## config.mk

```make
export PLATFORM = sky130hd
export DESIGN_NAME = tcc_front
export DESIGN_NICKNAME = d
export VERILOG_FILES = /design/src/design/tcc_pkg.sv /design/src/design/tcc_front.sv
export SDC_FILE = /design/constraint.sdc
export NUM_CORES = 1
export LEC_CHECK = 0
export ABC_AREA = 1
export BUFFER_PORTS_ARGS = -buffer_cell sky130_fd_sc_hd__buf_2
export CAP_MARGIN = 25
export CORE_MARGIN = 10
export CORE_UTILIZATION = 42
export DETAILED_ROUTE_END_ITERATION = 6
export HOLD_SLACK_MARGIN = 0.08
export MAX_ROUTING_LAYER = met4
export PLACE_DENSITY = 0.75
export SYNTH_ARGS = -nofsm -noshare
export SYNTH_HDL_FRONTEND = slang
export SYNTH_SLANG_ARGS = --single-unit
```

## constraint.sdc

```tcl
create_clock -name i_clk -period 1 [get_ports i_clk]
set_input_delay 0.1 -clock i_clk [delete_from_list [all_inputs] [get_ports i_clk]]
set_output_delay 0.1 -clock i_clk [all_outputs]
set_load 0.01 [all_outputs]
```

## src/design/tcc_pkg.sv

```systemverilog
package tcc_pkg;

    // Sizing of the counter store
    localparam int TOPIC_COUNT = 17;
    localparam int COUNT_WIDTH = 32;
    localparam int ROW_W       = (TOPIC_COUNT > 1) ? $clog2(TOPIC_COUNT) : 1;
    localparam int TOPIC_W     = 5;
    localparam int OUT_W       = 32;

    // Depth of the command queue between front and back
    localparam int QUEUE_DEPTH = 2;

    // Topic bound, one bit wider than a topic field
    localparam logic [TOPIC_W:0] TOPIC_LIMIT = (TOPIC_W + 1)'(TOPIC_COUNT);
    localparam logic [ROW_W-1:0] LAST_ROW    = ROW_W'(TOPIC_COUNT - 1);

    // Operation codes on the input channel
    localparam logic [1:0] OP_ADD   = 2'd0;
    localparam logic [1:0] OP_READ  = 2'd1;
    localparam logic [1:0] OP_CLEAR = 2'd2;

    // Command kinds passed from front to back
    localparam logic [1:0] CMD_CLOSE = 2'd0;
    localparam logic [1:0] CMD_READ  = 2'd1;
    localparam logic [1:0] CMD_CLEAR = 2'd2;

    typedef logic [COUNT_WIDTH-1:0]                  t_count;
    typedef logic [TOPIC_COUNT-1:0]                  t_mask;
    typedef logic [TOPIC_COUNT-1:0][COUNT_WIDTH-1:0] t_row;

    typedef struct packed {
        logic [1:0]         kind;
        t_mask              mask;
        logic [TOPIC_W-1:0] query_first;
        logic [TOPIC_W-1:0] query_second;
    } t_cmd;

    localparam t_count COUNT_MAX = '1;

    // Saturating increment of one counter
    function automatic t_count cnt_inc(input t_count v);
        return (v == COUNT_MAX) ? v : v + 1'b1;
    endfunction

endpackage

```

## src/design/tcc_front.sv

```systemverilog
module tcc_front (
    input  logic                   i_clk,
    input  logic                   i_rst_n,
    input  logic                   i_take,
    input  logic [1:0]             i_operation,
    input  logic [tcc_pkg::TOPIC_W-1:0] i_topic,
    input  logic                   i_last_in_sequence,
    input  logic [tcc_pkg::TOPIC_W-1:0] i_query_first,
    input  logic [tcc_pkg::TOPIC_W-1:0] i_query_second,
    output logic                   o_cmd_push,
    output tcc_pkg::t_cmd          o_cmd
);
    import tcc_pkg::*;

    t_mask r_seen_mask;
    t_mask n_seen_mask;
    t_mask visit_mask;

    // Merge the visit topic into the open sequence
    always_comb begin
        visit_mask = r_seen_mask;
        if ({1'b0, i_topic} < TOPIC_LIMIT) begin
            visit_mask = r_seen_mask | (TOPIC_COUNT'(1) << i_topic);
        end
    end

    // Classify the item into a back-end command
    always_comb begin
        n_seen_mask         = r_seen_mask;
        o_cmd_push          = 1'b0;
        o_cmd.kind          = CMD_CLOSE;
        o_cmd.mask          = visit_mask;
        o_cmd.query_first   = i_query_first;
        o_cmd.query_second  = i_query_second;
        if (i_take) begin
            case (i_operation)
                OP_ADD: begin
                    if (i_last_in_sequence) begin
                        o_cmd_push  = 1'b1;
                        n_seen_mask = '0;
                    end else begin
                        n_seen_mask = visit_mask;
                    end
                end
                OP_READ: begin
                    o_cmd_push = 1'b1;
                    o_cmd.kind = CMD_READ;
                end
                OP_CLEAR: begin
                    o_cmd_push  = 1'b1;
                    o_cmd.kind  = CMD_CLEAR;
                    n_seen_mask = '0;
                end
                default: begin
                    n_seen_mask = r_seen_mask;
                end
            endcase
        end
    end

    always_ff @(posedge i_clk) begin
        if (!i_rst_n) begin
            r_seen_mask <= '0;
        end else begin
            r_seen_mask <= n_seen_mask;
        end
    end

endmodule

```

==> flow_metrics.tcl, run 1 <==
set metrics [dict create \
    slew_viol_final 0 \
    hp-class "in2reg" \
    floorplan.initialDensity 0.434 \
    final.setup.tns_ps -197 \
    largest_register_ffs 17 \
    crit_path_max_incr_delay_ps 330 \
    power_density_mw_per_mm2 823 \
    largest-register "r_seen_mask" \
    fin_worst_hold_slack_ps 163 \
    gr-total-overflow 0 \
    htree_levels 1 \
    final_cell_mix "57 x sky130_fd_sc_hd__nand2_1, 19 x sky130_fd_sc_hd__inv_1, 19 x sky130_fd_sc_hd__nor2_1" \
    post-route-util 0.594 \
    drt-wirelength-per-cell_um 11.6 \
    drt.antenna.violating_nets 0 \
    ir_drop_v 0.000674 \
    drtPass1Iterations 4 \
    tritoncts_clock_tree "built" \
    cts_root_buffer "sky130_fd_sc_hd__clkbuf_4" \
    synth.lib_cells_used.distinct 18 \
    layout_commonest_cell "sky130_fd_sc_hd__nand2_1" \
    synth.net_count 213 \
    crit_path_top_delay_cell "sky130_fd_sc_hd__dfxtp_2" \
    grt_antenna_before_repair 0 \
    cap_viol_max_count 0 \
    post_route_cells_drive_above_1_share 0.479 \
    cts_hold_buffers 0 \
    yosys_warnings 0 \
    fin_ws_ps -34.9 \
    design.final.nets 244 \
    seqCellArea_um2 362 \
    multi_input_comb_area_um2 698 \
    first_iter_violations 70 \
    fp.coreArea_mm2 0.00271 \
    worst_ep_arrival_time_ps 930 \
    post-route-period-util 1.03 \
    critical_path.cell_chain "o21bai_4, buf_6" \
    post_synth_instance_area_mm2 0.00118 \
    max_slew_margin 0.749 \
    finClkSkew_ps 0 \
    grt_max_degree 18 \
    post-dp-hpwl_um 2010 \
    chipWidth_um 72.9 \
    total_leakage_power_nw 0.800 \
    worstSetupEndpointType "output pin" \
    routabilityCongestion 0.872 \
    buffer_ports.inserted 30 \
    grt_first_pass_wirelength_um 4600 \
    worst-path-max-fanout 2 \
    wl_um 2890 \
    worst-endpoint-required_ps 900 \
    area_growth_from_synthesis_to_final_layout_pct 36.7 \
    fmax_ghz 0.966 \
    rsz0062_at_grt "yes" \
    core.rowCount 19 \
    max_slew.worst_pin.slew_ps 375 \
    dieHeight_um 72.9 \
    fin_crit_ps 1030 \
    grt_pass1_vias 1108 \
    routed_via_density 4.62 \
    syn_avg_cell_area_um2 6.30 \
    cp_top_family "flip-flops" \
    clockBufferDepth 2 \
    path_class "reg2out" \
    fillerInstances 243 \
    design.die.area_mm2 0.00532 \
    synth_cells 187 \
    synthDominantAreaCellType "sky130_fd_sc_hd__dfxtp_1" \
    insertedDiodeCount 0 \
    pre_cts_slack_ps -197 \
    drc 0 \
    top_level_ports 51 \
    postSynthRegisterBits 17 \
    globalRouteTotalUtil 0.108 \
    timing.critical_path.from_type "flop" \
    cts-buffers-inserted 3 \
    setup-violations-final 8 \
    worst-path-buf-inv 1 \
    largestRegisters "r_seen_mask: 17 flops" \
    clkTransAtPathRegs_ps 110 \
    synth_top_area_share 0.289 \
    failed_checks "setup timing" \
    clock_latency_ps 290 \
    sequential_area_share_after_synthesis 0.289 \
    clock-sinks 17 \
    synth.top_cells.by_area "sky130_fd_sc_hd__dfxtp_1 29%, sky130_fd_sc_hd__nand2_1 20%, sky130_fd_sc_hd__inv_1 8.9%, sky130_fd_sc_hd__buf_4 6.4%, sky130_fd_sc_hd__nor2_1 6.1%" \
    timing_hold_violations_final 0 \
    outcome "finished with violations" \
    detailroute.via_count 1145 \
]
## cell usage after synthesis (all sizes together)
| master | count |
|---|---|
| nand2 | 64 |
| inv | 36 |
| nor2 | 22 |
| buf | 17 |
| dfxtp | 17 |
| nand3 | 11 |
| o21bai | 8 |
| ha | 5 |
| nand4 | 3 |
| a21oi | 1 |
| clkinv | 1 |
| nor3b | 1 |
| o21ai | 1 |
## kinds of logic after synthesis
group / share of synthesized area
simple gates: 0.367
buf+inv: 0.222
flops: 0.289
compound gates: 0.0691
fa+ha+maj: 0.0531
## path summary, 6_finish.rpt
kind	to	cells after the start	slack, ps	from
hold reg to reg	r_seen_mask[3]	4	520	r_seen_mask[3]
hold / removal	r_seen_mask[6]	3	160	i_rst_n
setup reg to reg	r_seen_mask[3]	4	190	r_seen_mask[3]
setup / recovery	o_cmd[15]	2	-30	r_seen_mask[5]
## where the power goes
part	internal (mW)	leakage, nW	total, mW	switching, mW
sequential	0.676	0.146	0.677	0.000345
combinational	0.109	0.637	0.271	0.162
clock	0.149	0.0177	0.377	0.228
total	0.934	0.800	1.32	0.390
## final cells by class
cell class | count | share of cell area
flip-flops and latches | 17 | 0.225
clock inverters | 1 | 0.00311
well taps | 31 | 0.0241
clock buffers | 3 | 0.0140
repair buffers | 43 | 0.212
multi-input cells | 116 | 0.434
inverters | 37 | 0.0879
## repair_timing
item                       in CTS  in global routing
gates resized for setup        27                 34
pin swaps                       0                  5
setup endpoints to repair      12                 18
setup buffers                   0                  8
## metal layers
metal / part of all wire / GRT usage / vias up
met5: 0 / - / -
met4: 0.024 / 0.0759 / 0
met3: 0.042 / 0.0231 / 6
met2: 0.50 / 0.175 / 27
met1: 0.44 / 0.113 / 511
li1: - / - / 601
## through the flow
step           instance area (um2)  cells  power (mW)
6_report                      1610    248        1.32
5_1_grt                       1610    248        1.39
4_1_cts                       1460    240        1.30
3_5_place_dp                  1290    236       0.904
3_3_place_gp                  1290    236       0.902
2_1_floorplan                 1180    187       0.873
## worst reg2reg max path, delay by kind of cell (launching register included)
| family | cells | cell delay [ps] |
|---|---|---|
| buffers and inverters | 1 | 140 |
| AND/OR/NAND/NOR | 2 | 80 |
| flip-flops | 1 | 330 |
| AO/OA/AOI/OAI | 1 | 170 |
No activity file was read; power rests on OpenSTA's default activity.
==> inputs of run 2 (changes only) <==
ABC_AREA = not set   (was 1)
CORE_UTILIZATION = 40   (was 42)
PLACE_DENSITY = 0.74   (was 0.75)
==> run 2 against run 1 <==
Against the previous run:
- total power rose by 2.2%
- critical path depth did not move
- synthesized area fell by 14%
- global-route usage rose by 1.6 points
- register-to-register slack got worse by 20 ps
- the run still ends with setup timing left
- first-iteration DRC count fell by 2.9%
==> flow_metrics.tcl, run 2 <==
set metrics [dict create \
    max_slew.worst_pin.slew_ps 396 \
    largest_register_ffs 17 \
    routed_via_density 5.30 \
    htree_levels 1 \
    fp.coreArea_mm2 0.00245 \
    yosys_warnings 0 \
    max_slew_margin 0.734 \
    insertedDiodeCount 0 \
    placed_cells_incl_taps 174 \
    fmax_ghz 0.952 \
    drt-wirelength-per-cell_um 16.0 \
    layout_commonest_cell "sky130_fd_sc_hd__buf_2" \
    final_cell_mix "27 x sky130_fd_sc_hd__buf_2, 25 x sky130_fd_sc_hd__buf_4, 16 x sky130_fd_sc_hd__dfxtp_2" \
    fin_worst_hold_slack_ps 94.3 \
    syn_avg_cell_area_um2 9.64 \
    crit_path_max_incr_delay_ps 340 \
    top_ff_cell_synth "sky130_fd_sc_hd__dfxtp_1" \
    largest-register "r_seen_mask" \
    grt_max_degree 16 \
    synth_top_cells_by_count "17 x sky130_fd_sc_hd__dfxtp_1, 15 x sky130_fd_sc_hd__a22o_1, 10 x sky130_fd_sc_hd__buf_4" \
    dieHeight_um 70.3 \
    cts_hold_buffers 0 \
    cts_root_buffer "sky130_fd_sc_hd__clkbuf_4" \
    ir_drop_v 0.000557 \
    worst-path-max-fanout 2 \
    clkTransAtPathRegs_ps 110 \
    post-dp-hpwl_um 2290 \
    timing.critical_path.from_type "flop" \
    final.setup.tns_ps -313 \
    routabilityCongestion 0.887 \
    drc 0 \
    hp-class "in2reg" \
    grt_pass1_vias 1056 \
    rr_startpoint "r_seen_mask[0]" \
    globalRouteTotalUtil 0.123 \
    whs_path_depth 2 \
    grt_antenna_before_repair 0 \
    crit-reg2reg-capture "r_seen_mask[0]" \
    synthMostInstantiatedCell "sky130_fd_sc_hd__dfxtp_1" \
    synth_top_area_share 0.336 \
    drt.antenna.violating_nets 0 \
    number_of_enable_flip_flop_cells_after_synthesis 0 \
    seqCellArea_um2 360 \
    first_iter_violations 68 \
    cap_viol_max_count 0 \
    post-route-period-util 1.05 \
    design.final.nets 179 \
    failed_checks "setup timing" \
    fillerInstances 229 \
    cts-buffers-inserted 3 \
    wl_um 2910 \
    fin_crit_ps 1050 \
    largestRegisters "r_seen_mask: 17 flops" \
    power_density_mw_per_mm2 929 \
    sequential_area_share_after_synthesis 0.336 \
    clock-sinks 17 \
    crit_path_start "r_seen_mask[13]" \
    pre_cts_slack_ps -260 \
    critical_path.cell_chain "a41o_1, buf_2" \
    post_route_cells_drive_above_1_share 0.592 \
    clock_latency_ps 280 \
    ff2ff_setup_slack_ps 170 \
    setup-violations-final 11 \
    area_growth_from_synthesis_to_final_layout_pct 43.9 \
    synthDominantAreaCellType "sky130_fd_sc_hd__dfxtp_1" \
    tritoncts_clock_tree "built" \
    synth.lib_cells_used.distinct 27 \
    worstSetupEndpointType "output pin" \
    post_synth_instance_area_mm2 0.00101 \
    chipWidth_um 70.3 \
    layoutNonFillerInstCount 182 \
    synth.top_cells.by_area "sky130_fd_sc_hd__dfxtp_1 34%, sky130_fd_sc_hd__a22o_1 13%, sky130_fd_sc_hd__buf_4 7.4%, sky130_fd_sc_hd__ha_1 6.2%, sky130_fd_sc_hd__a31o_1 6.1%" \
    slew_viol_final 0 \
    worst_ep_arrival_time_ps 950 \
    multi_input_comb_area_um2 604 \
    top_level_ports 51 \
    outcome "finished with violations" \
    floorplan.initialDensity 0.412 \
    fin_ws_ps -50.9 \
    synth_cells 105 \
    design.die.area_mm2 0.00494 \
    dpl_cell_area_mm2 0.00134 \
    crit_path_top_delay_cell "sky130_fd_sc_hd__dfxtp_2" \
    timing_hold_violations_final 0 \
    synth-async-reset-ratio 0 \
    synth.net_count 131 \
    worst-r2r-cell-count 3 \
    finClkSkew_ps 0 \
    detailroute.via_count 965 \
    rsz0062_at_grt "yes" \
    clockBufferDepth 2 \
    path_class "reg2out" \
    worst-endpoint-required_ps 900 \
    total_leakage_power_nw 0.759 \
    core.rowCount 18 \
    gr-total-overflow 0 \
    drtPass1Iterations 4 \
    buffer_ports.inserted 30 \
    grt_first_pass_wirelength_um 5140 \
    fin_area_mm2 0.00146 \
    cp-endpoint "o_cmd[23]" \
    postSynthRegisterBits 17 \
]
run 2: kinds of logic after synthesis:
| logic type | synth area share |
|---|---|
| AO/OA/AOI/OAI | 0.305 |
| AND/OR/NAND/NOR | 0.185 |
| buffers and inverters | 0.111 |
| flip-flops | 0.336 |
| adder cells (fa/ha/maj) | 0.0618 |
run 2: report_power, final:
part	switching (mW)	total [mW]	internal [mW]
combinational	0.149	0.298	0.148
clock	0.223	0.378	0.155
sequential	0.000547	0.678	0.677
total	0.373	1.35	0.980
run 2: layout make-up:
| class | instances | share of cell area |
|---|---|---|
| clock buffer | 4 | 0.0180 |
| inverter | 3 | 0.0215 |
| multi-input combinational | 71 | 0.415 |
| sequential | 17 | 0.247 |
| tap | 30 | 0.0258 |
| timing repair buffer | 57 | 0.272 |
run 2: how the worst min path moves through the flow:
stage	start	endpoint	slack (ps)
after floorplan	i_rst_n	r_seen_mask[0]	260
after global placement	i_query_first[0]	o_cmd[5]	200
after detailed placement	i_query_first[0]	o_cmd[5]	200
after CTS	i_rst_n	r_seen_mask[0]	90
after global routing	i_rst_n	r_seen_mask[0]	80
final	i_rst_n	r_seen_mask[0]	90
run 2: repair_timing:
| item | in CTS | in global routing |
|---|---|---|
| buffers inserted | 3 | 1 |
| endpoints found under the setup margin | 16 | 18 |
| pin swaps | 1 | 1 |
| resized for setup | 8 | 18 |
run 2: worst max-delay path, delay by kind of cell (launching register included):
family	cells	cell delay [ps]
buffers and inverters	1	140
DFF	1	340
AOI/OAI and AO/OA	1	190
run 2: metal layers:
metal	track usage	wire length (um)
met1	0.142	1270
met2	0.205	1430
met3	0.0254	179
met4	0.0439	34
met5	-	0
run 2: metrics by stage:
stage | power (mW) | util
floorplan | 0.862 | -
global placement | 0.968 | 0.546
detailed placement | 0.975 | 0.546
CTS | 1.35 | 0.573
global route | 1.42 | 0.593
finish | 1.35 | 0.593
==> inputs of run 3 (changes only) <==
CAP_MARGIN = 20   (was 25)
REMOVE_ABC_BUFFERS = 1   (was not set)
==> run 3 against run 2 <==
Against the previous run:
- die area unchanged
- first-iteration DRC count shrank 38%
- sequential share of layout area fell by 0.89 points
- sequential cell count did not move
- the run still ends with setup timing left
- setup slack lost 24 ps
==> flow_metrics.tcl, run 3 (synthesis gave the netlist of run 2 again) <==
set metrics [dict create \
    outcome "finished with violations" \
    failed_checks "setup timing" \
    area_growth_from_synthesis_to_final_layout_pct 48.7 \
    routabilityCongestion 0.796 \
    grt_antenna_before_repair 0 \
    largestRegisters "r_seen_mask: 17 flops" \
    clockBufferDepth 2 \
    finClkSkew_ps 0 \
    ff2ff_setup_slack_ps 140 \
    layout_commonest_cell "sky130_fd_sc_hd__buf_4" \
    core.rowCount 18 \
    buffer_ports.inserted 30 \
    fin_ws_ps -75.1 \
    clock_latency_ps 290 \
    grt_first_pass_wirelength_um 5210 \
    tritoncts_clock_tree "built" \
    routed_via_density 5.41 \
    slew_viol_final 0 \
    detailroute.via_count 1049 \
    crit_path_max_incr_delay_ps 340 \
    drc 0 \
    hp-class "in2reg" \
    worst-path-max-fanout 2 \
    critical_path.cell_chain "a41o_1, buf_2" \
    setup-violations-final 16 \
    final_cell_mix "38 x sky130_fd_sc_hd__buf_4, 28 x sky130_fd_sc_hd__buf_2, 15 x sky130_fd_sc_hd__a22o_1, 15 x sky130_fd_sc_hd__dfxtp_2" \
    design.final.nets 191 \
    timing.critical_path.from_type "flop" \
    wl_um 3220 \
    path_class "reg2out" \
    fin_area_mm2 0.00151 \
    floorplan.initialDensity 0.412 \
    fmax_ghz 0.930 \
    dpl_cell_area_mm2 0.00135 \
    largest-register "r_seen_mask" \
    placed_cells_incl_taps 181 \
    fin_crit_ps 1080 \
    fp.coreArea_mm2 0.00245 \
    rsz0062_at_grt "yes" \
    drtPass1Iterations 4 \
    design.die.area_mm2 0.00494 \
    largest_register_ffs 17 \
    gr-total-overflow 0 \
    grt_max_degree 16 \
    worst_ep_arrival_time_ps 980 \
    layoutNonFillerInstCount 194 \
    crit_path_top_delay_cell "sky130_fd_sc_hd__dfxtp_2" \
    top_level_ports 51 \
    pre_cts_slack_ps -295 \
    insertedDiodeCount 0 \
    total_power_mw 1.36 \
    post_route_cells_drive_above_1_share 0.616 \
    timing_hold_violations_final 0 \
    dieHeight_um 70.3 \
    cap_viol_max_count 0 \
    post-route-period-util 1.08 \
    worst-endpoint-required_ps 900 \
    worstSetupEndpointType "output pin" \
    drt.antenna.violating_nets 0 \
    ir_drop_v 0.000531 \
    cts-buffers-inserted 3 \
    cts_hold_buffers 0 \
    drt-wirelength-per-cell_um 16.6 \
    grt_pass1_vias 1168 \
    total_leakage_power_nw 0.816 \
    clock-sinks 17 \
    cts_root_buffer "sky130_fd_sc_hd__clkbuf_4" \
    post-dp-hpwl_um 2500 \
    globalRouteTotalUtil 0.130 \
    max_slew.worst_pin.slew_ps 247 \
    clkTransAtPathRegs_ps 110 \
    htree_levels 1 \
    chipWidth_um 70.3 \
    first_iter_violations 42 \
    max_slew_margin 0.834 \
    power_density_mw_per_mm2 906 \
]
-- run 3: cell count changes in the layout (fill, tap and decap cells not counted), sizes merged --
| cell | before | now |
|---|---|---|
| buf | 57 | 69 |
| clkbuf | 4 | 3 |
| clkinv | 0 | 1 |
-- run 3: worst paths after layout --
kind,start,endpoint,depth (start not counted)
worst max-delay path,r_seen_mask[13],o_cmd[23],2
worst min-delay path,i_rst_n,r_seen_mask[0],2
worst max register to register,r_seen_mask[0],r_seen_mask[0],3
worst min register to register,r_seen_mask[2],r_seen_mask[2],1
-- run 3: metrics by stage --
stage	utilization	hold WS [ps]	TNS [ps]
finish	0.613	98.2	-499
global route	0.613	116	-1220
CTS	0.606	89.3	-599
detailed placement	0.549	200	-4560
global placement	0.549	200	-3540
floorplan	-	200	-2840
-- run 3: per-layer routing --
metal	share of wire	track usage
met1	0.40	0.125
met2	0.53	0.230
met3	0.056	0.0339
met4	0.019	0.0724
met5	0	-
-- run 3: final cells by class --
| class | count | area [um2] |
|---|---|---|
| inverters | 3 | 13.8 |
| flip-flops and latches | 17 | 359 |
| clock buffers | 3 | 22.5 |
| multi-input cells | 71 | 591 |
| repair buffers | 69 | 477 |
| clock inverters | 1 | 5.00 |
| fillers | 218 | 950 |
| well taps | 30 | 37.5 |
-- run 3: report_power, final --
part           switching, mW  internal, mW
Combinational          0.150         0.157
Sequential          0.000581         0.677
Clock                  0.231         0.149
-- run 3: worst max-delay path: cells and delay by family, from the launching register on --
kind                   cells  cell delay, ps
AOI/OAI and AO/OA          1             200
buffers and inverters      1             140
DFF                        1             340
-- run 3: timing repair --
item | in CTS | in global routing
gates resized for setup | 19 | 8
setup buffers | 9 | 0
pin swaps | 1 | 1
setup endpoints to repair | 18 | 18
