**config.mk**
```make
export PLATFORM = sky130hd
export DESIGN_NAME = tcc_queue
export DESIGN_NICKNAME = d
export VERILOG_FILES = /design/src/design/tcc_pkg.sv /design/src/design/tcc_queue.sv
export SDC_FILE = /design/constraint.sdc
export NUM_CORES = 1
export LEC_CHECK = 0
export ABC_CLOCK_PERIOD_IN_PS = 2100
export BUFFER_PORTS_ARGS = -buffer_cell sky130_fd_sc_hd__buf_4
export CAP_MARGIN = 20
export CORE_ASPECT_RATIO = 1.75
export CORE_UTILIZATION = 46
export CTS_CLUSTER_DIAMETER = 200
export DETAILED_ROUTE_END_ITERATION = 8
export PLACE_DENSITY = 0.81
export SLEW_MARGIN = 20
export SYNTH_ARGS = -nofsm -noshare
export SYNTH_HDL_FRONTEND = slang
export SYNTH_SLANG_ARGS = --single-unit
```
**constraint.sdc**
```tcl
create_clock -name i_clk -period 2.1 [get_ports i_clk]
set_clock_uncertainty 0.2 [all_clocks]
set_input_delay 0.42 -clock i_clk [delete_from_list [all_inputs] [get_ports i_clk]]
set_output_delay 0.42 -clock i_clk [all_outputs]
set_load 0.02 [all_outputs]
```
**src/design/tcc_pkg.sv**
```systemverilog
package tcc_pkg;

    // Sizing of the counter store
    localparam int TOPIC_COUNT = 17;
    localparam int COUNT_WIDTH = 32;
    localparam int ROW_W       = (TOPIC_COUNT > 1) ? $clog2(TOPIC_COUNT) : 1;
    localparam int TOPIC_W     = 5;
    localparam int OUT_W       = 32;

    // Depth of the command queue between front and back
    localparam int QUEUE_DEPTH = 2;

    // Topic bound, one bit wider than a topic field
    localparam logic [TOPIC_W:0] TOPIC_LIMIT = (TOPIC_W + 1)'(TOPIC_COUNT);
    localparam logic [ROW_W-1:0] LAST_ROW    = ROW_W'(TOPIC_COUNT - 1);

    // Operation codes on the input channel
    localparam logic [1:0] OP_ADD   = 2'd0;
    localparam logic [1:0] OP_READ  = 2'd1;
    localparam logic [1:0] OP_CLEAR = 2'd2;

    // Command kinds passed from front to back
    localparam logic [1:0] CMD_CLOSE = 2'd0;
    localparam logic [1:0] CMD_READ  = 2'd1;
    localparam logic [1:0] CMD_CLEAR = 2'd2;

    typedef logic [COUNT_WIDTH-1:0]                  t_count;
    typedef logic [TOPIC_COUNT-1:0]                  t_mask;
    typedef logic [TOPIC_COUNT-1:0][COUNT_WIDTH-1:0] t_row;

    typedef struct packed {
        logic [1:0]         kind;
        t_mask              mask;
        logic [TOPIC_W-1:0] query_first;
        logic [TOPIC_W-1:0] query_second;
    } t_cmd;

    localparam t_count COUNT_MAX = '1;

    // Saturating increment of one counter
    function automatic t_count cnt_inc(input t_count v);
        return (v == COUNT_MAX) ? v : v + 1'b1;
    endfunction

endpackage

```
**src/design/tcc_queue.sv**
```systemverilog
module tcc_queue (
    input  logic          i_clk,
    input  logic          i_rst_n,
    input  logic          i_push,
    input  tcc_pkg::t_cmd i_cmd,
    input  logic          i_pop,
    output logic          o_full,
    output logic          o_empty,
    output tcc_pkg::t_cmd o_cmd
);
    import tcc_pkg::*;

    localparam int PTR_W = (QUEUE_DEPTH > 1) ? $clog2(QUEUE_DEPTH) : 1;
    localparam int CNT_W = $clog2(QUEUE_DEPTH + 1);
    localparam logic [PTR_W-1:0] PTR_LAST = PTR_W'(QUEUE_DEPTH - 1);
    localparam logic [CNT_W-1:0] CNT_FULL = CNT_W'(QUEUE_DEPTH);

    t_cmd             r_slots [QUEUE_DEPTH];
    logic [PTR_W-1:0] r_wr_ptr;
    logic [PTR_W-1:0] r_rd_ptr;
    logic [CNT_W-1:0] r_count;
    logic             do_push;
    logic             do_pop;

    assign o_full  = (r_count == CNT_FULL);
    assign o_empty = (r_count == '0);
    assign o_cmd   = r_slots[r_rd_ptr];
    assign do_push = i_push && !o_full;
    assign do_pop  = i_pop && !o_empty;

    // Store the pushed command
    always_ff @(posedge i_clk) begin
        if (do_push) begin
            r_slots[r_wr_ptr] <= i_cmd;
        end
    end

    // Advance pointers and fill count
    always_ff @(posedge i_clk) begin
        if (!i_rst_n) begin
            r_wr_ptr <= '0;
            r_rd_ptr <= '0;
            r_count  <= '0;
        end else begin
            if (do_push) begin
                r_wr_ptr <= (r_wr_ptr == PTR_LAST) ? '0 : r_wr_ptr + 1'b1;
            end
            if (do_pop) begin
                r_rd_ptr <= (r_rd_ptr == PTR_LAST) ? '0 : r_rd_ptr + 1'b1;
            end
            if (do_push && !do_pop) begin
                r_count <= r_count + 1'b1;
            end else if (do_pop && !do_push) begin
                r_count <= r_count - 1'b1;
            end
        end
    end

endmodule

```
==> out/results.txt, run 1 <==
The run finished with clean final reports. Most used flip-flop cell after synthesis: sky130_fd_sc_hd__edfxtp_1. Of the cells placed in the final design, the portion with a size suffix greater than 1 is 56.4%.

The clock net in this run drives a total of 63 sinks. The slew at the pin closest to its max-slew limit is 0.398 ns, and the number of buffers inserted by hold repair at cts is 0. Summed over all nets, the half-perimeter wirelength after detailed placement is 2850 um.

Sequential elements use 79.3% of the synthesized area. The number of remaining DRC errors is 0. The worst hold path belongs to the class primary input to flip-flop. The total overflow left after global routing is 0. Distinct cell type count of the synthesized netlist: 21. met2 is the most crowded layer. The critical setup path kind was flip-flop to output port. The placer congestion estimate was 0.669; the top-level port count was 64.

The cell sitting at the root of the clock tree is a sky130_fd_sc_hd__clkbuf_8. sky130_fd_sc_hd__edfxtp_1 takes more of the synthesized area than any other cell. For the setup-violating endpoint count in the final report, the log shows 0.

The quantity of I/O buffers inserted on ports is 63. The worst-path cell with the longest stage delay is sky130_fd_sc_hd__mux2_2. After detailed routing, the total wire length is 4020 um. Number of antenna violations at the first check in global routing: 0. The leakage component of the power is 1.18 nW, and the antenna diode instance count is 0. The routed layout has 1,265 vias.

The area of the multi-input gates is 459 um2, and the worst path arrival time is 1.40 ns. The final number of max-transition violations is 0, and the met3 usage is 6.32%. Clock-pin slew was measured on the worst setup and hold paths at 0.06 ns. After detailed routing, the average wire length per cell comes to 16.3 um. The worst setup path is launched from a flip-flop. Number of buffers created by CTS: 9. Max-cap violations in this run came to 0. Yosys attributes the largest share of cell area to sky130_fd_sc_hd__edfxtp_1 75%, sky130_fd_sc_hd__mux2_2 14%, sky130_fd_sc_hd__dfxtp_1 4.3%. Counting flops and latches in the post-synthesis netlist gives 63. After technology mapping, the gate count stands at 115. In this design, the stage delay of the slowest critical-path cell is 0.37 ns. In this run the cell area of the synthesized design comes to 2320 um2.

Dividing total power by cell area gives a power density of 1270 nW/um2. TritonCTS built the clock tree. The share of synthesized flip-flops with an asynchronous set or reset works out to 0%. In the routed layout, each cell is associated on average with a via count of 5.12. By count the netlist is led by 58 x sky130_fd_sc_hd__edfxtp_1, 29 x sky130_fd_sc_hd__mux2_2, 5 x sky130_fd_sc_hd__dfxtp_1. Site row count: 33.

Setup repair after global routing left no endpoint under its margin. Global routing used 30.6% of the available met2 tracks. The average instance in the mapped netlist occupies 20.2 um2.

The tools report the capturing element type of the critical path as an output port. The floorplan step set the die height to 96.0 um. The run gives 16.3% as the all-layer global routing usage. For this run, the number of Yosys warnings is 0. The first detailed-routing pass ran for 4 iterations.

The number of synthesized flops with an enable pin is 58, and the number of fillers in the final layout is 361. Headroom to the max-slew limit came out at 73.5%. The first global-routing pass estimated 6160 um of wire. The logs give 0.32 ns for the worst-skew pair later-pin latency and 0 for the number of hold-slack violations in the final timing report. The layout overhead on the synthesized area is 33.2%, and the number of DRC markers in iteration 0 is 23. The floorplan step defined a die boundary enclosing 5350 um2.

Yosys instantiated no cell more often than sky130_fd_sc_hd__edfxtp_1. After clock tree synthesis, the setup repair step added 0 buffers. The critical path goes through buf_4 -> mux2_2 -> buf_4.

The die is 55.7 um wide. Dividing the final minimum period by the clock period gives 96.4%. Largest driver fanout on the critical path: 15. In this run, post-CTS repair resized a total of 0 instances.

The worst hold-check slack came out at 0.0789 ns. The run gives 0.494 GHz as the maximum achievable frequency. IR analysis of the VDD net gives a maximum drop of 1120 uV. The final setup TNS is 0 ns.

Counting I/O delays and the setup requirement, the final critical path takes 2.02 ns. At the worst endpoint, the required time is 1.48 ns. The final-stage net count came out at 224.

The logs give 3 for the total number of H-tree levels and 149 for the synthesized net count. In this run the remaining antenna-violating nets after routing total 0. The clock passes through at most 2 buffers. The initial standard-cell utilization of the core was 48.9%; the core area was 4750 um2.

The most numerous cell type found on the critical path is sky130_fd_sc_hd__buf_4. In the final layout, flip-flops and latches occupy 1840 um2. The top cell type by area accounts for 75.0% of the synthesized area.

Entering global routing, the biggest net connects 31 pins. For this run, global-route usage on met1 was measured as 15.0%. The via count of the first global-routing pass is 1,333.
[through the flow]
| step | cell area (um2) | worst slack, ns | cells | total power, W | utilization [%] |
|---|---|---|---|---|---|
| finish | 3090 | 0.0752 | 247 | 0.00394 | 65.1 |
| global route | 3090 | 0.00231 | 247 | 0.00411 | 65.1 |
| CTS | 3090 | 0.0365 | 247 | 0.00398 | 65.1 |
| detailed placement | 2890 | 0.255 | 231 | 0.00291 | 60.8 |
| global placement | 2890 | 0.353 | 231 | 0.00285 | 60.8 |
| floorplan | 2330 | 0.125 | 115 | 0.00242 | - |
[layout make-up]
| cell class | count | share of cell area [%] |
|---|---|---|
| repair buffers | 67 | 16.7 |
| clock buffers | 11 | 4.25 |
| clock inverters | 5 | 2.35 |
| inverters | 2 | 0.243 |
| multi-input cells | 47 | 14.8 |
| well taps | 52 | 2.10 |
| flip-flops and latches | 63 | 59.5 |
[kinds of logic after synthesis]
logic type,synth area share (%)
AO/OA/AOI/OAI,1.40
buffers and inverters,1.18
multiplexers,14.1
XOR/XNOR,1.13
AND/OR/NAND/NOR,2.37
adder cells (fa/ha/maj),0.539
flip-flops,79.3
[path summary, 6_finish.rpt]
check	start	cells past startpoint	slack [ns]	end
max	flip-flop	3	0.08	o_cmd[11]
min	i_cmd[2]	1	0.08	r_slots[0][2]$_DFFE_PP_
max reg2reg	r_count[0]$_SDFFE_PN0P_	6	0.22	r_count[1]$_SDFFE_PN0P_
min reg2reg	r_count[1]$_SDFFE_PN0P_	2	0.35	r_count[1]$_SDFFE_PN0P_
[layout by cell type (no fill, tap or decap), drive strengths merged]
cell type and count:
nand2b 1, or3 1, edfxtp 58, dfxtp 5
and3 1, clkinv 3, ha 1, a21boi 2
nor2 2, o21a 1, clkbuf 11, and2 3
nor3 1, o21ai 2, buf 67, mux2 29
xnor2 2, inv 2, bufinv 2, xor2 1
[worst max-delay path: cells and delay by family (launching register included)]
| family | cells | cell delay [ns] |
|---|---|---|
| mux | 1 | 0.37 |
| buf+inv | 2 | 0.39 |
| flops | 1 | 0.32 |
[state kept, by name, indices dropped and copies added, names as in the netlist, named ones only]
register,count
r_wr_ptr,1
r_rd_ptr,1
r_count,2
r_slots,58
[routing by layer]
metal | up-vias | wire length (um)
li1 | 593 | -
met4 | 0 | 74
met3 | 7 | 231
met1 | 618 | 1320
met5 | - | 0
met2 | 47 | 2400
[where the power goes]
group | switching [W] | internal (W) | leakage (nW)
registers | 0.0000667 | 0.00158 | 0.583
clock network | 0.000405 | 0.000659 | 0.102
logic | 0.000638 | 0.000584 | 0.496
total | 0.00111 | 0.00283 | 1.18
(Power assumes the default switching activity.)
==> run 2: changes to the inputs <==
- ABC_CLOCK_PERIOD_IN_PS: 2100 -> 2300
- CORE_UTILIZATION: 46 -> 50
- PLACE_DENSITY: 0.81 -> 0.84
- clock period: 2.1 -> 2.3 ns (I/O delays scaled with it)
==> out/results.txt, run 2 (synthesized netlist as in run 1, its figures left out) <==
The run finished with clean final reports. The number of fillers in the final layout was 293 (was 361); the height of the die was 92.2 um (was 96.0 um). The via count of the first global-routing pass came out at 1,364 (was 1,333).

The final number of max-transition violations was 0 (unchanged). Share of total power in the clock network: 24.7% (was 27.0%). For the worst path arrival time, the log shows 1.46 ns (was 1.40 ns). The worst-skew pair later-pin latency came out at 0.32 ns (about the same). The layout overhead on the synthesized area is 32.2% (was 33.2%), and the cell internal power dissipation is 0.00246 W (was 0.00283 W). For the core area, the log shows 4440 um2 (was 4750 um2).

Detail-routed net length per standard cell: 16.7 um (was 16.3 um). The endpoint of the most critical register-to-register path was r_count[1]$_SDFFE_PN0P_ (unchanged). The final period utilization works out to 92.1%. The critical register-to-register path startpoint is r_count[0]$_SDFFE_PN0P_ (unchanged).

The maximum buffer depth of the clock tree is 2 (unchanged), and the die outline area is 4930 um2 (was 5350 um2). The run gives 0 (unchanged) as the total congestion overflow. Maximum vdd ir drop: 991 uV (was 1120 uV).

The worst slew margin relative to its limit was 71.2% (was 73.5%). The total power density per cell area is 1140 nW/um2 (was 1270 nW/um2), and the proportion of total power due to net switching is 29.4% (was 28.2%). The tools report the top-level port count as 64 (unchanged). The register area is 1840 um2 (unchanged), and the quantity of I/O buffers inserted on ports is 63 (unchanged).

For the number of buffers inserted to repair setup after CTS, the log shows 0 (unchanged). For the clock sink count, the log shows 63 (unchanged). The area of the multi-input gates is 459 um2 (unchanged), and the post-place setup slack is 0.403 ns (was 0.255 ns). The die boundary width is 53.5 um (was 55.7 um). The initial standard-cell utilization of the core is 52.3% (was 48.9%). The slew at the pin closest to its max-slew limit was 0.431 ns (was 0.398 ns); the placer congestion estimate was 0.658 (was 0.669). Number of nets with antenna violations after routing: 0 (unchanged).

The worst path required time was 1.64 ns (was 1.48 ns); the number of DRC markers in iteration 0 was 35 (was 23). The worst-case setup margin in the final layout was 0.181 ns (was 0.0752 ns). The number of cell instances on the worst register-to-register path was 6 (unchanged); the total number of H-tree levels was 3 (unchanged). The critical setup path kind was flip-flop to output port (unchanged).

The worst hold-check slack is 0.115 ns (was 0.0789 ns), and the largest net degree at the start of global routing is 20 (was 31). The number of remaining DRC errors is 0 (unchanged), and the global-route wire length before repair is 6290 um (was 6160 um). The run gives 4 (unchanged) as the first-pass iteration count of the detailed router.

The combinational cell fraction of total power came out at 32.2% (was 31.1%). The flip-flop count of the largest register, all copies and words added is 58 (unchanged), and the antenna diode instance count is 0 (unchanged). Most used cells in the layout excluding fill and tap cells: 69 x sky130_fd_sc_hd__buf_4, 58 x sky130_fd_sc_hd__edfxtp_1, 29 x sky130_fd_sc_hd__mux2_2 (was 66 x sky130_fd_sc_hd__buf_4, 58 x sky130_fd_sc_hd__edfxtp_1, 29 x sky130_fd_sc_hd__mux2_2). For the final setup TNS, the log shows 0 ns (unchanged). The class of the tightest hold or removal check was primary input to flip-flop (unchanged). The cell at the root of the clock tree was sky130_fd_sc_hd__clkbuf_8 (unchanged).

The net switching power is 0.00103 W (was 0.00111 W), and the final critical delay including setup and external delays is 2.12 ns. Startpoint type of the worst setup path: a flip-flop (unchanged). The number of antenna violations at the first check in global routing is 0 (unchanged), and the leakage component of the power is 1.18 nW (about the same).

The share of layout cells above drive strength 1 is 56.9% (was 56.4%). Register-to-register setup slack: 0.42 ns (was 0.22 ns). The tools report the capture point of the critical path as o_cmd[3] (was o_cmd[11]). The tools report the detailed placer's ending HPWL as 2940 um (was 2850 um). The tools report the total length of routed wires as 4150 um (was 4020 um).

The clock input transition at the sequential cells of the worst setup and hold paths was 0.07 ns (was 0.06 ns). The setup-violating endpoint count in the final report was 0 (unchanged). The instance count after placement with tap cells included was 232 (was 231).

The number of buffers inserted by hold repair at cts is 0 (unchanged). The run gives 9 (unchanged) as the number of buffers created by CTS. The post-cts sizing count was 0 (unchanged); the all-layer global routing usage was 19.2% (was 16.3%). Capturing element type of the critical path: an output port (unchanged). Register with the most flip-flops: r_slots (unchanged).

The count of placed standard cells in the final layout, fillers left out was 248 (was 247); the max-capacitance violation count was 0 (unchanged). The final-stage net count is 226 (was 224). For this run, the top clock speed supported by timing is 0.472 GHz. The total vias in the final route was 1,270 (was 1,265).

Largest registers ranked by flip-flop count: r_slots (58), r_count (2) (unchanged). TritonCTS built the clock tree. The post-layout total power is 0.00348 W (was 0.00394 W). The site row count was 32 (was 33). The register share of total power was 43.1% (was 41.9%). The number of hold-slack violations in the final timing report was 0 (unchanged); the average vias per placed instance was 5.12 (about the same). Setup repair after global routing left no endpoint under its margin.

Largest driver fanout on the critical path: 19 (was 15). Most frequent standard cell in the layout excluding fill and tap cells: sky130_fd_sc_hd__buf_4 (unchanged).
run 2: stage by stage:
step,util [%],instance area (um2)
6_report,69.1,3070
5_1_grt,69.1,3070
4_1_cts,69.1,3070
3_5_place_dp,65.0,2890
3_3_place_gp,65.0,2890
2_1_floorplan,-,2330
run 2: power groups by stage:
stage	clock network [W]	logic [W]	registers, W
after floorplan	0	0.000700	0.00151
after global placement	0	0.00109	0.00151
after detailed placement	0	0.00113	0.00153
after CTS	0.000888	0.00114	0.00150
after global routing	0.000931	0.00119	0.00152
final	0.000859	0.00112	0.00150
run 2: worst max-delay path, cell delays in order (launching register included):
cell,delay [ns]
sky130_fd_sc_hd__dfxtp_1,0.32
sky130_fd_sc_hd__buf_4,0.27
sky130_fd_sc_hd__mux2_2,0.38
sky130_fd_sc_hd__buf_4,0.16
run 2: how the worst min path moves through the flow:
stage	cells past startpoint	end	start
after detailed placement	2	r_count[1]$_SDFFE_PN0P_	r_count[1]$_SDFFE_PN0P_
after global routing	1	r_slots[0][25]$_DFFE_PP_	i_cmd[25]
after CTS	1	r_slots[0][19]$_DFFE_PP_	i_cmd[19]
after floorplan	2	r_count[1]$_SDFFE_PN0P_	r_count[1]$_SDFFE_PN0P_
final	1	r_slots[0][19]$_DFFE_PP_	i_cmd[19]
after global placement	2	r_count[1]$_SDFFE_PN0P_	r_count[1]$_SDFFE_PN0P_
run 2: layer usage:
layer | vias to the layer above | GRT usage, % | share of wire [%] | wire length (um)
met3 | 7 | 6.30 | 5.1 | 211
met5 | - | 0 | 0 | 0
met1 | 620 | 20.0 | 36 | 1500
met4 | 0 | 11.6 | 1.7 | 70
li1 | 597 | - | - | -
met2 | 46 | 31.7 | 57 | 2370
run 2: layout make-up:
class | count | share of cell area (%)
Inverter | 2 | 0.245
Sequential cell | 63 | 60.0
Timing Repair Buffer | 69 | 16.9
Tap cell | 51 | 2.08
Multi-Input combinational cell | 47 | 15.0
Clock inverter | 6 | 1.67
Clock buffer | 10 | 4.16
==> run 3: changes to the inputs <==
- ABC_AREA: default -> 1
==> out/results.txt, run 3 <==
The capturing element type of the critical path was an output port (unchanged). Setup repair after global routing left no endpoint under its margin. The height of the die was 93.2 um (was 92.2 um). The cell count after synthesis is 128 (was 115). The run gives 0.00367 W (was 0.00348 W) as the post-layout total power. The number of synthesized flops with an enable pin is 58 (unchanged), and the worst-skew pair later-pin latency is 0.33 ns (was 0.32 ns). The detailed placer's ending HPWL was 3090 um (was 2940 um).

The register with the most flip-flops was r_slots (unchanged). The average vias per placed instance is 5.06 (was 5.12). The post-synthesis sequential element count came out at 63 (unchanged). The via count of the first global-routing pass was 1,407 (was 1,364); the die boundary width was 54.1 um (was 53.5 um). The most repeated cell in the gate-level netlist after synthesis is sky130_fd_sc_hd__edfxtp_1 (unchanged). The detail-routed net length per standard cell came out at 16.4 um (was 16.7 um).

The number of buffers inserted by hold repair at cts was 0 (unchanged). The largest driver fanout on the critical path came out at 16 (was 19). Startpoint type of the worst setup path: a flip-flop (unchanged). The tools report the total congestion overflow as 0 (unchanged).

The share of the synthesized area in the top cell type works out to 73.2% (was 75.0%). Cells along the critical path: buf_4 -> mux2_2 -> buf_4 (unchanged). The flip-flop count of the largest register, all copies and words added is 58 (unchanged), and the clock sink count is 63 (unchanged).

The number of DRC markers in iteration 0 came out at 29 (was 35). The logs give 1.64 ns (about the same) for the worst path required time and 15 (was 21) for the distinct cell type count of the synthesized netlist. The top-level port count was 64 (unchanged). The final number of max-transition violations is 0 (unchanged). Cell family contributing the most delay on the critical path: buffers and inverters (unchanged). Main area contributors after synthesis: sky130_fd_sc_hd__edfxtp_1 73%, sky130_fd_sc_hd__mux2_2 9.0%, sky130_fd_sc_hd__mux2_4 6.3% (was sky130_fd_sc_hd__edfxtp_1 75%, sky130_fd_sc_hd__mux2_2 14%, sky130_fd_sc_hd__dfxtp_1 4.3%). The worst stage delay on the critical path is 0.37 ns (was 0.38 ns), and the total power density per cell area is 1160 nW/um2 (was 1140 nW/um2). TritonCTS built the clock tree. The buffers plus inverters on the worst setup path works out to 2 (unchanged). The worst-path cell with the longest stage delay is sky130_fd_sc_hd__mux2_2 (unchanged). The worst path arrival time is 1.50 ns (was 1.46 ns), and the maximum achievable frequency is 0.464 GHz (was 0.472 GHz). For the core area, the log shows 4480 um2 (was 4440 um2).

The number of antenna violations at the first check in global routing was 0 (unchanged). The run gives 3 (unchanged) as the total number of H-tree levels. Max-capacitance violation count: 0 (unchanged). Slew at the pin closest to its max-slew limit: 0.403 ns (was 0.431 ns). The layout overhead on the synthesized area was 33.1% (was 32.2%). The run gives 0.666 (was 0.658) as the placer congestion estimate. The total length of routed wires was 4290 um (was 4150 um); the initial standard-cell utilization of the core was 53.0% (was 52.3%).

Quantity of I/O buffers inserted on ports: 63 (unchanged). The flow ran to the end, and the final reports show no timing, DRC or antenna violations. Final period utilization: 93.7% (was 92.1%). The clock input transition at the sequential cells of the worst setup and hold paths came out at 0.06 ns (was 0.07 ns).

The synthesized area is 2380 um2 (was 2320 um2), and the setup-violating endpoint count in the final report is 0 (unchanged). The sequential element share of the synthesized area was 77.4% (was 79.3%). The run gives 9 (unchanged) as the number of buffers created by CTS. The number of nets with antenna violations after routing was 0 (unchanged). The cell at the root of the clock tree is sky130_fd_sc_hd__clkbuf_8 (unchanged). Synth cell count leaders: 58 x sky130_fd_sc_hd__edfxtp_1, 19 x sky130_fd_sc_hd__mux2_2, 11 x sky130_fd_sc_hd__nor2_1 (was 58 x sky130_fd_sc_hd__edfxtp_1, 29 x sky130_fd_sc_hd__mux2_2, 5 x sky130_fd_sc_hd__dfxtp_1). The maximum vdd ir drop was 1160 uV (was 991 uV); the share of layout cells above drive strength 1 was 53.8% (was 56.9%). The worst slew margin relative to its limit was 73.1% (was 71.2%). Largest registers ranked by flip-flop count: r_slots (58), r_count (2) (unchanged). The largest net degree at the start of global routing is 17 (was 20). The run gives 32 (unchanged) as the site row count. The leakage component of the power is 1.26 nW (was 1.18 nW), and the share of synthesized flip-flops with an asynchronous set or reset is 0% (unchanged). The most used flip-flop cell after synthesis is sky130_fd_sc_hd__edfxtp_1 (unchanged). The logs give 0 (unchanged) for the number of remaining DRC errors and 2 (unchanged) for the maximum buffer depth of the clock tree. Most used cells in the layout excluding fill and tap cells: 69 x sky130_fd_sc_hd__buf_4, 58 x sky130_fd_sc_hd__edfxtp_1, 19 x sky130_fd_sc_hd__mux2_2 (was 69 x sky130_fd_sc_hd__buf_4, 58 x sky130_fd_sc_hd__edfxtp_1, 29 x sky130_fd_sc_hd__mux2_2). The run gives 1,321 (was 1,270) as the total vias in the final route. The run gives 0 (unchanged) as the post-cts sizing count. The worst hold-check slack is 0.116 ns (was 0.115 ns). The class of the tightest hold or removal check is primary input to flip-flop (unchanged). The final critical delay including setup and external delays was 2.16 ns (was 2.12 ns). Critical setup path kind: flip-flop to output port (unchanged).

The number of hold-slack violations in the final timing report was 0 (unchanged); the number of buffers inserted to repair setup after CTS was 0 (unchanged). The synthesis warning total is 0 (unchanged). The post-synthesis cell type with the largest combined area is sky130_fd_sc_hd__edfxtp_1 (unchanged). The tools report the antenna diode instance count as 0 (unchanged). The synthesized net count is 162 (was 149), and the register-to-register setup slack is 0.52 ns (was 0.42 ns). The most frequent standard cell in the layout excluding fill and tap cells is sky130_fd_sc_hd__buf_4 (unchanged).

The number of fillers in the final layout was 299 (was 293); the first-pass iteration count of the detailed router was 4 (unchanged). The global-route wire length before repair was 6510 um (was 6290 um). The run gives 5050 um2 (was 4930 um2) as the die outline area.

Cell occurring most often along the worst timing path: sky130_fd_sc_hd__buf_4 (unchanged). The final-stage net count is 239 (was 226), and the all-layer global routing usage is 19.4% (was 19.2%). Mean area per synthesized cell: 18.6 um2 (was 20.2 um2).
==> run 3: worst register-to-register path, delay by kind of cell (launching register included) <==
| family | cells | cell delay, ns |
|---|---|---|
| adders and majority gates | 1 | 0.34 |
| DFF | 1 | 0.37 |
| buffers and inverters | 2 | 0.20 |
| AOI/OAI and AO/OA | 3 | 0.54 |
==> run 3: cell families after synthesis <==
logic type,Yosys count,share of synthesized area (%)
flip-flops,63,77.4
adder cells (fa/ha/maj),1,0.526
AO/OA/AOI/OAI,4,0.999
multiplexers,29,15.3
buffers and inverters,12,2.58
AND/OR/NAND/NOR,19,3.16
==> run 3: routing by layer <==
layer  vias to the layer above  GRT usage [%]  share of wire (%)
li1                        629              -                  -
met1                       628           20.1                 35
met2                        52           30.7                 56
met3                        12           7.80                5.8
met4                         0           12.8                3.3
met5                         -              0                  0
==> run 3: layout make-up <==
type | count | area [um2] | area share [%]
clock inverters | 4 | 93.8 | 2.96
inverters | 9 | 33.8 | 1.07
clock buffers | 12 | 135 | 4.27
repair buffers | 69 | 518 | 16.4
multi-input cells | 53 | 480 | 15.2
well taps | 51 | 63.8 | 2.02
flip-flops and latches | 63 | 1840 | 58.2
==> run 3: stage by stage <==
step	setup WS [ns]	setup TNS [ns]	utilization (%)	instance area, um2	instances
floorplan	-0.0721	-4.18	-	2380	128
global placement	0.527	0	65.5	2940	245
detailed placement	0.482	0	65.5	2940	245
CTS	0.104	0	70.6	3170	261
global route	0.0682	0	70.6	3170	261
finish	0.144	0	70.6	3170	261
==> run 3: worst paths after layout <==
check                               start  depth (start not counted)                 endpoint
setup / recovery                flip-flop                          3                o_cmd[22]
hold / removal                   i_cmd[6]                          1  r_slots[1][6]$_DFFE_PP_
setup reg to reg  r_count[1]$_SDFFE_PN0P_                          6  r_count[0]$_SDFFE_PN0P_
hold reg to reg     r_rd_ptr$_SDFFE_PN0P_                          2    r_rd_ptr$_SDFFE_PN0P_
==> run 3: power breakdown <==
part	switching, W	total [W]	internal [W]
registers	0.0000629	0.00151	0.00145
clock network	0.000379	0.00110	0.000718
logic	0.000575	0.00106	0.000486
total	0.00102	0.00367	0.00265
